`config.mk`:
```
export PLATFORM = sky130hd
export DESIGN_NAME = pfr_mac
export DESIGN_NICKNAME = d
export VERILOG_FILES = /design/src/sv/polyphase_fir_resampler_defines.svh /design/src/sv/pfr_pkg.sv /design/src/sv/pfr_mac.sv
export SDC_FILE = /design/constraint.sdc
export NUM_CORES = 1
export LEC_CHECK = 0
export BUFFER_PORTS_ARGS = -buffer_cell sky130_fd_sc_hd__buf_2
export CAP_MARGIN = 20
export CORE_MARGIN = 4
export CORE_UTILIZATION = 66
export DETAILED_ROUTE_END_ITERATION = 10
export GPL_TIMING_DRIVEN = 0
export PLACE_DENSITY_LB_ADDON = 0.05
export SETUP_SLACK_MARGIN = 0.5
export SYNTH_ARGS = -nofsm -noshare
export SYNTH_HDL_FRONTEND = slang
export SYNTH_SLANG_ARGS = --single-unit
```
`constraint.sdc`:
```
create_clock -name i_clk -period 8.5 [get_ports i_clk]
set_input_delay 0.425 -clock i_clk [delete_from_list [all_inputs] [get_ports i_clk]]
set_output_delay 0.425 -clock i_clk [all_outputs]
set_load 0.01 [all_outputs]
```
`src/sv/polyphase_fir_resampler_defines.svh`:
```
// assertion macros for the polyphase fir resampler
`ifndef POLYPHASE_FIR_RESAMPLER_DEFINES_SVH
`define POLYPHASE_FIR_RESAMPLER_DEFINES_SVH

// condition that holds at every clock edge out of reset
`define PFR_ASSERT_ALWAYS(label, cond, msg) \
    label: assert property (@(posedge i_clk) disable iff (!i_rst_n) (cond)) \
        else $error(msg);

// consequence that holds in the same cycle as its antecedent
`define PFR_ASSERT_IMPL(label, ante, cons, msg) \
    label: assert property (@(posedge i_clk) disable iff (!i_rst_n) (ante) |-> (cons)) \
        else $error(msg);

`endif

```
`src/sv/pfr_pkg.sv`:
```
// shared types and constants of the polyphase fir resampler
`default_nettype none

package pfr_pkg;

    // coefficient format q2.15
    localparam int COEF_WIDTH = 18;
    localparam int COEF_FRAC  = 15;

    // configuration port
    localparam int CFG_IDX_W  = 2;
    localparam int CFG_DATA_W = 8;
    localparam int FACTOR_W   = 5;
    localparam int TAPS_W     = 8;

    localparam logic [CFG_IDX_W-1:0] REG_DIRECTION = 2'd0;
    localparam logic [CFG_IDX_W-1:0] REG_FACTOR    = 2'd1;
    localparam logic [CFG_IDX_W-1:0] REG_TAP_COUNT = 2'd2;

    // reset values of the registers
    localparam logic                DIRECTION_RST = 1'b0;
    localparam logic [FACTOR_W-1:0] FACTOR_RST    = 5'd2;
    localparam logic [TAPS_W-1:0]   TAP_COUNT_RST = 8'd67;

    // direction codes
    localparam logic DIR_DECIMATE    = 1'b0;
    localparam logic DIR_INTERPOLATE = 1'b1;

    // input word kinds
    localparam logic MODE_SAMPLE = 1'b0;
    localparam logic MODE_COEF   = 1'b1;

    // control from the sequencer to the multiply-accumulate unit
    typedef struct packed {
        logic clear;
        logic valid;
    } t_mac_ctl;

endpackage

`default_nettype wire

```
`src/sv/pfr_mac.sv`:
```
// multiply-accumulate unit with rounding and saturation of the sum
`default_nettype none

module pfr_mac #(
    parameter int SAMPLE_WIDTH = 16,
    parameter int MAX_TAPS     = 128
) (
    input  wire logic                                    i_clk,
    input  wire logic                                    i_rst_n,
    input  wire pfr_pkg::t_mac_ctl                       i_ctl,
    input  wire logic signed [pfr_pkg::COEF_WIDTH-1:0]   i_coef,
    input  wire logic signed [SAMPLE_WIDTH-1:0]          i_hist,
    output logic                                         o_busy,
    output logic signed [SAMPLE_WIDTH-1:0]               o_value
);

    localparam int PROD_W = SAMPLE_WIDTH + pfr_pkg::COEF_WIDTH;
    localparam int ACC_W  = PROD_W + $clog2(MAX_TAPS);
    localparam int RND_W  = ACC_W + 1;

    localparam logic signed [RND_W-1:0] HALF =
        RND_W'(1) << (pfr_pkg::COEF_FRAC - 1);
    localparam logic signed [RND_W-1:0] SAT_HI =
        {{(RND_W - SAMPLE_WIDTH + 1){1'b0}}, {(SAMPLE_WIDTH - 1){1'b1}}};
    localparam logic signed [RND_W-1:0] SAT_LO =
        {{(RND_W - SAMPLE_WIDTH + 1){1'b1}}, {(SAMPLE_WIDTH - 1){1'b0}}};

    logic                     r_pv;
    logic signed [PROD_W-1:0] r_prod;
    logic signed [ACC_W-1:0]  r_acc;
    logic signed [RND_W-1:0]  rnd_sum;
    logic signed [RND_W-1:0]  rnd_shift;

    always_ff @(posedge i_clk) begin
        if (!i_rst_n) begin
            r_pv <= 1'b0;
        end else begin
            r_pv <= i_ctl.valid;
        end
    end

    // product stage, then accumulate
    always_ff @(posedge i_clk) begin
        if (i_ctl.valid) begin
            r_prod <= PROD_W'(i_coef) * PROD_W'(i_hist);
        end
        if (i_ctl.clear) begin
            r_acc <= '0;
        end else if (r_pv) begin
            r_acc <= r_acc + ACC_W'(r_prod);
        end
    end

    // round half up, then clamp to the sample range
    always_comb begin
        rnd_sum   = RND_W'(r_acc) + HALF;
        rnd_shift = rnd_sum >>> pfr_pkg::COEF_FRAC;
        priority if (rnd_shift > SAT_HI) begin
            o_value = SAT_HI[SAMPLE_WIDTH-1:0];
        end else if (rnd_shift < SAT_LO) begin
            o_value = SAT_LO[SAMPLE_WIDTH-1:0];
        end else begin
            o_value = rnd_shift[SAMPLE_WIDTH-1:0];
        end
    end

    assign o_busy = r_pv;

endmodule

`default_nettype wire

```
## Word level (Yosys, flattened, before mapping)

Cells that the tools add are included.

- Bits in registers: 76
- Input bits: 38
- Output and inout bits: 17
- Word-level logic and storage cells: 10

- Add/sub/neg operators: 2
- $mul: 1
- Order comparisons: 2
- Mux-type cells: 2

Operator list:

| kind | number |
|---|---|
| adder 41 x 16 -> 42 bit (second input constant) | 1 |
| adder 41 x 34 -> 41 bit | 1 |
| multiplier 18 x 16 -> 34 bit | 1 |
| two-way mux 16 bit | 2 |
| > comparator 27 x 16 -> 1 bit (second input constant) | 1 |
| less-than comparator 27 x 16 -> 1 bit (second input constant) | 1 |

## Longest topological paths before layout

Gate-level depths: netlist (run 1).

- Word-level depth: 4
- Gate-level depth with buffers: 25
- Gate-level depth less buffers: 23

## Worst setup path before layout (run 1)

OpenSTA, ideal clock, no wires.

- Kind: input to register
- Start point: in i_hist[8]
- End point: reg r_prod[31] (data pin)
- Setup time: 0.258 ns
- Data arrival time: 6.157 ns
- Required time: 8.242 ns
- Slack: 2.085 ns
- Stages on the path: 24
- Buffers on the path: 2
- Cell sequence: clkbuf_1 clkbuf_1 nand2_1 fa_1 inv_1 fa_1 inv_1 fa_1 inv_1 fa_1 fa_1 inv_1 fa_1 inv_1 ha_1 a21oi_1 o211ai_1 a311oi_2 o311ai_1 a21o_1 a211o_1 a31o_1 a21oi_2 xnor2_1

- Word-level cells in the longest chain between the ends: 1

RTL lines:

| item | line | RTL |
|---|---|---|
| start: declaration | pfr_mac.sv:12 | `input wire logic signed [SAMPLE_WIDTH-1:0] i_hist,` |
| multiplier 18 x 16 -> 34 bit | pfr_mac.sv:45 | `r_prod <= PROD_W'(i_coef) * PROD_W'(i_hist);` |
| end signal: assignment | pfr_mac.sv:45 |  |
| end: declaration | pfr_mac.sv:29 | `logic signed [PROD_W-1:0] r_prod;` |

Every way passes these cells.
A chain may end at the register's enable or synchronous reset.

## Worst setup path in the final report (run 1)

- Start point: in i_hist[9]
- End point: reg r_prod[33] (data pin)

The elaborated chain is that of the path after synthesis.

==> results of run 1 <==
[cell usage in the layout, fill, tap and decap left out, types with 14 or more instances in the layout]
master / count
nand2b_1: 17
nand3_1: 27
ha_1: 127
nand4_1: 18
o21ai_0: 44
and2_1: 146
edfxtp_1: 34
clkbuf_1: 61
xnor2_1: 57
mux2i_1: 14
a21o_1: 29
nor2b_1: 18
a21oi_1: 82
dfxtp_1: 42
xor2_1: 28
o21ai_1: 18
nor2_1: 80
fa_1: 291
inv_1: 375
nand2_1: 208
buf_2: 52
[worst max-delay path: stages]
cell      delay, ns
clkbuf_1       0.45
clkbuf_1       0.55
nand2_1        0.16
fa_1           0.56
inv_1          0.05
fa_1           0.42
fa_1           0.58
inv_1          0.06
fa_1           0.46
fa_1           0.52
fa_1           0.54
inv_1          0.04
ha_1           0.35
a21oi_1        0.28
o211ai_1       0.18
a311oi_2       0.35
o311ai_1       0.18
a21o_1         0.24
a211o_1        0.32
a31o_1         0.24
a21oi_2        0.15
xnor2_1        0.07
[kinds of logic (layout without fill, tap and decap cells)]
| logic type | after synthesis | in the layout | share of synthesized area |
|---|---|---|---|
| simple gates | 569 | 569 | 0.175 |
| buf+inv | 445 | 509 | 0.102 |
| fa+ha+maj | 418 | 418 | 0.452 |
| compound gates | 265 | 265 | 0.102 |
| xor+xnor | 85 | 85 | 0.0454 |
| flops | 76 | 76 | 0.114 |
| mux | 16 | 16 | 0.00992 |
[registers in the layout, indices dropped and copies added (netlist names)]
signal	count
r_acc	41
r_prod	34
o_busy	1
[worst max path at each step]
stage | from | end | slack [ns] | depth (start not counted)
2_1_floorplan | i_hist[8] | r_prod[31] | 2.08 | 24
3_3_place_gp | i_hist[9] | r_prod[33] | 1.17 | 22
3_5_place_dp | i_hist[9] | r_prod[31] | 1.09 | 22
4_1_cts | i_hist[9] | r_prod[31] | 1.45 | 22
5_1_grt | i_hist[9] | r_prod[31] | 1.10 | 22
6_report | i_hist[9] | r_prod[33] | 1.39 | 22
[metrics by stage]
| stage | cells | hold slack [ns] | utilization | instance area, um2 | worst slack [ns] |
|---|---|---|---|---|---|
| after floorplan | 1874 | 0.459 | - | 16400 | 2.08 |
| after global placement | 2246 | 0.468 | 0.699 | 17000 | 1.17 |
| after detailed placement | 2246 | 0.476 | 0.699 | 17000 | 1.09 |
| after CTS | 2262 | 0.290 | 0.711 | 17300 | 1.45 |
| after global routing | 2262 | 0.284 | 0.711 | 17300 | 1.10 |
| final | 2262 | 0.295 | 0.711 | 17300 | 1.39 |
[area by class of cell]
class / count / area, um2
flip-flops and latches: 76 / 1860
fillers: 1990 / 7060
multi-input cells: 1353 / 12900
well taps: 324 / 405
clock inverters: 7 / 63.8
inverters: 376 / 1410
clock buffers: 9 / 225
repair buffers: 48 / 240
plain buffers: 69 / 265
[layer usage]
metal  vias up  GRT usage  part of all wire
li1       6012          -                 -
met1      6256      0.403              0.41
met2       502      0.502              0.47
met3       107     0.0527             0.083
met4         0      0.110             0.039
met5         -          0                 0
==> reports/results.tsv, run 1 <==
stage	metric	value	unit
route	Avg WL per Cell	18.0	um
floorplan	core outline area	24400	um2
global_routing	vias in the first global route	13400	
synth	Mapped Avg Cell Area	8.75	um2
synth	Distinct cells, synth	69	
min_path	hold path start	i_rst_n	
clocking	TritonCTS clock tree	done	
floorplan	Chip Width	166	um
clocking	Skew-Pair Late Insertion Delay	0.35	ns
min_path	Worst Hold Depth	2	
synth	Warnings, synthesis	0	
worst_setup_path	r2r setup slk	5.23	ns
floorplan	Die Y	166	um
synth	top cells by count, synth	inv_1 (375), fa_1 (291), nand2_1 (208)	
synth	EDFF count, synth	34	
sta	Final Slew Violations	0	
global_routing	first-pass GRT wire length	67300	um
worst_setup_path	Setup crit end kind	flip-flop	
sta	Max-slew headroom	0.416	
layout	Syn-to-layout area delta	5.70	%
route	final WL	40600	um
clocking	Clock Tree Root	clkbuf_16	
floorplan	I/O pin count	55	
worst_setup_path	Arr. time, crit path	7.19	ns
clocking	Num Clock Sinks	76	
synth	Mapped Nets	2330	
synth	Post-Syn Area	16400	um2
worst_setup_path	CP startpoint kind	primary input	
floorplan	row count	57	
synth	flops & latches, synth	76	
status	status	complete, no violations	
clocking	Post-CTS Resized	0	
route	Via density	5.69	
route	1st-iter DRT viols	881	
route	DR pass1 iterations	5	
worst_setup_path	CP Class	primary input to flip-flop	
clocking	H-tree depth	3	
clocking	Hold Buf Count CTS	0	
flow_run	# Max-Cap Violations	0	
worst_setup_path	reg2reg path depth	10	
route	# DRC	0	
global_routing	GRT Total Usage	0.302	
placement	input/output buffers	48	
placement	hpwl dp	34300	um
synth	top cell type's share of synthesized area	0.355	
global_routing	grt total ovfl	0	
sta	final cycle utilization of the critical path	0.836	
worst_setup_path	worst reg2reg path startpoint	r_prod[6]	
synth	sequential element share of the synthesized area	0.114	
synth	Synth Instances	1874	
clocking	Post-CTS Setup Bufs	0	
layout	share of layout cells above drive strength 1	0.0433	
floorplan	Initial Utilization	0.672	
synth	Synth area leaders	fa_1 (36%), ha_1 (9.7%), inv_1 (8.6%)	
sta	setup violators final	0	
route	Final ANT Viol Nets	0	
global_routing	largest net degree at the start of global routing	36	
route	routed via count	12900	
synth	count leader, synth	inv_1	
sta	Worst Max-Slew Pin Slew	0.875	ns
sta	Final Skew	0.0152	ns
min_path	Hold Path End	o_busy	
layout	Final #Nets	2389	
clocking	Clock transition at path regs	0.06	ns
floorplan	die area	27400	um2
worst_setup_path	critical path fanouts, max	10	
sta	clock period minus worst slack	7.11	ns
global_routing	initial antenna violation count	0	
sta	RSZ-0062 raised after global routing	false	
sta	Sum Neg Setup Slack	0	ns
layout	diode count	0	
min_path	Hold Crit Class	primary input to flip-flop	
sta	Final Hold Fails	0	
sta	fmax	0.141	GHz
clocking	clock tree buffer depth	2	
worst_setup_path	reg2reg end	r_acc[39]	
synth	dominant synthesized flop cell	dfxtp_1	
synth	largest area contributor in the netlist	fa_1	
placement	Final GP Congestion	0.976	
synth	FFs w/ async S/R, synth	0	
clocking	TritonCTS buffer count	9	
worst_setup_path	required time worst endpoint	8.58	ns
Power of run 1 is not shown: default switching activity piles up to over one toggle a cycle in this logic, so the estimate is an artifact.
==> run 2, diff against run 1 <==
==> constraint.sdc (replaced) <==
create_clock -name i_clk -period 7.2 [get_ports i_clk]
set_input_delay 0.36 -clock i_clk [delete_from_list [all_inputs] [get_ports i_clk]]
set_output_delay 0.36 -clock i_clk [all_outputs]
set_load 0.01 [all_outputs]
==> reports/results.tsv, run 2 (synthesis gave the netlist of run 1 again) <==
stage	metric	value	unit	change
route	Via density	5.69		about the same
floorplan	die area	27400	um2	unchanged
placement	post-place setup slack	-0.145	ns	was 1.09 ns
floorplan	Die Y	166	um	unchanged
route	# DRC	0		unchanged
worst_setup_path	cells along the critical path	buf_2, clkbuf_1, nand2_1, fa_1, fa_1, fa_1, fa_1, fa_1, fa_1, inv_1, ha_1, a21oi_2, o211ai_1, a311oi_2, buf_4, o311ai_2, a21o_1, a211o_1, a31o_1, a21oi_2, xnor2_1		was clkbuf_1, clkbuf_1, nand2_1, fa_1, inv_1, fa_1, fa_1, inv_1, fa_1, fa_1, fa_1, inv_1, ha_1, a21oi_1, o211ai_1, a311oi_2, o311ai_1, a21o_1, a211o_1, a31o_1, a21oi_2, xnor2_1
clocking	TritonCTS clock tree	done		unchanged
route	Avg WL per Cell	18.0	um	about the same
worst_setup_path	required time worst endpoint	7.28	ns	was 8.58 ns
worst_setup_path	CP startpoint kind	primary input		unchanged
worst_setup_path	worst reg2reg path startpoint	r_prod[6]		unchanged
sta	RSZ-0062 raised after global routing	false		unchanged
worst_setup_path	Slowest-stage cell, CP	fa_1		unchanged
placement	hpwl dp	34300	um	unchanged
sta	Final Hold Fails	0		unchanged
placement	placed cells	2246		unchanged
placement	input/output buffers	48		unchanged
min_path	Hold Path End	o_busy		unchanged
sta	Final WS setup	0.701	ns	was 1.39 ns
sta	setup violators final	0		unchanged
worst_setup_path	CP Class	primary input to flip-flop		unchanged
sta	fmax	0.154	GHz	
layout	Biggest register	r_acc		unchanged
min_path	hold path start	i_rst_n		unchanged
clocking	Hold Buf Count CTS	0		unchanged
layout	share of layout cells above drive strength 1	0.0640		was 0.0433
layout	Filler cells	1982		was 1990
layout	diode count	0		unchanged
sta	Worst Max-Slew Pin Slew	0.868	ns	was 0.875 ns
worst_setup_path	Setup crit end kind	flip-flop		unchanged
flow_run	# Max-Cap Violations	0		unchanged
global_routing	initial antenna violation count	0		unchanged
layout	commonest cells after routing, fill and taps aside	inv_1 (374), fa_1 (291), nand2_1 (208), and2_1 (146), ha_1 (127)		was inv_1 (375), fa_1 (291), nand2_1 (208), and2_1 (146), ha_1 (127)
sta	Final Slew Violations	0		unchanged
placement	Final GP Congestion	0.976		unchanged
global_routing	grt total ovfl	0		unchanged
clocking	Clock Tree Root	clkbuf_16		unchanged
floorplan	row count	57		unchanged
worst_setup_path	reg2reg path depth	10		unchanged
global_routing	GRT Total Usage	0.302		about the same
route	Final ANT Viol Nets	0		unchanged
clocking	TritonCTS buffer count	9		unchanged
layout	Final #Nets	2390		was 2389
layout	Syn-to-layout area delta	6.17	%	was 5.70%
global_routing	largest net degree at the start of global routing	36		unchanged
floorplan	Initial Utilization	0.672		unchanged
route	routed via count	12900		about the same
floorplan	core outline area	24400	um2	unchanged
sta	clock period minus worst slack	6.50	ns	
worst_setup_path	CP dominant cell by count	fa_1		unchanged
clocking	Clock transition at path regs	0.06	ns	about the same
global_routing	vias in the first global route	13400		about the same
route	1st-iter DRT viols	993		was 881
clocking	Num Clock Sinks	76		unchanged
floorplan	I/O pin count	55		unchanged
clocking	H-tree depth	3		unchanged
min_path	Worst Hold Depth	2		unchanged
sta	Max-slew headroom	0.421		was 0.416
worst_setup_path	Crit path max-delay family	adder cells		unchanged
worst_setup_path	Arr. time, crit path	6.58	ns	was 7.19 ns
status	status	complete, no violations		unchanged
clocking	Skew-Pair Late Insertion Delay	0.35	ns	about the same
worst_setup_path	r2r setup slk	3.91	ns	was 5.23 ns
layout	max FFs per register	41		unchanged
worst_setup_path	Worst Path Buf+Inv	4		was 5
min_path	Hold Crit Class	primary input to flip-flop		unchanged
layout	commonest non-fill, non-tap cell in the layout	inv_1		unchanged
global_routing	first-pass GRT wire length	67400	um	was 67300 um
route	final WL	40700	um	was 40600 um
layout	Final Non-Filler Cells	2263		was 2262
sta	Final Skew	0.0151	ns	was 0.0152 ns
worst_setup_path	CP max stage delay	0.57	ns	was 0.58 ns
sta	final cycle utilization of the critical path	0.903		
worst_setup_path	reg2reg end	r_acc[39]		unchanged
worst_setup_path	critical path fanouts, max	10		unchanged
route	DR pass1 iterations	6		was 5
floorplan	Chip Width	166	um	unchanged
clocking	clock tree buffer depth	2		unchanged
[run 2: cell types whose count changed in the layout (fill, tap and decap cells not counted), moves of 3 or more]
cell	delta
buf_2	+7
clkbuf_2	+24
clkbuf_4	+3
clkbuf_1	-35
buf_4	+3
[run 2: worst register-to-register path: cells and delay by family, from the launching register on]
kind                     cells  cell delay [ns]
AO/OA/AOI/OAI                6             1.74
flip-flops                   1             0.42
AND/OR/NAND/NOR              2             0.39
adder cells (fa/ha/maj)      1             0.38
multiplexers                 1             0.23
[run 2: final cells by class]
| cell class | instances | area (um2) | area share |
|---|---|---|---|
| multi-input combinational | 1353 | 12900 | 0.739 |
| sequential | 76 | 1860 | 0.107 |
| inverter | 376 | 1410 | 0.0811 |
| tap | 324 | 405 | 0.0233 |
| buffer | 69 | 323 | 0.0185 |
| timing repair buffer | 49 | 248 | 0.0142 |
| clock buffer | 9 | 225 | 0.0129 |
| clock inverter | 7 | 63.8 | 0.00367 |
[run 2: stage by stage]
stage	instance area (um2)	util	hold slack [ns]	setup TNS, ns
after CTS	17300	0.711	0.225	0
after detailed placement	17000	0.699	0.476	-0.287
after global routing	17400	0.714	0.219	0
after global placement	17000	0.699	0.468	-0.111
final	17400	0.714	0.236	0
after floorplan	16400	-	0.459	0
[run 2: worst max path at each step]
| stage | from | to | slack [ns] | cells after the start |
|---|---|---|---|---|
| 2_1_floorplan | i_hist[8] | r_prod[31] | 0.85 | 24 |
| 3_3_place_gp | i_hist[9] | r_prod[33] | -0.06 | 22 |
| 3_5_place_dp | i_hist[9] | r_prod[31] | -0.14 | 22 |
| 4_1_cts | i_coef[10] | r_prod[31] | 0.51 | 22 |
| 5_1_grt | i_hist[7] | r_prod[31] | 0.49 | 25 |
| 6_report | i_hist[13] | r_prod[33] | 0.70 | 21 |
[run 2: repair_timing]
action	4_1_cts	5_1_grt
endpoints found under the setup margin	2	7
pin swaps	0	2
setup buffers	0	1
resized for setup	11	71
[run 2: per-layer routing]
layer / part of all wire / routed length [um] / track usage
met1: 0.41 / 16700 / 0.404
met4: 0.037 / 1490 / 0.109
met5: 0 / 0 / 0
met2: 0.47 / 19000 / 0.503
met3: 0.086 / 3510 / 0.0517
Power of run 2 is left out for the same reason.
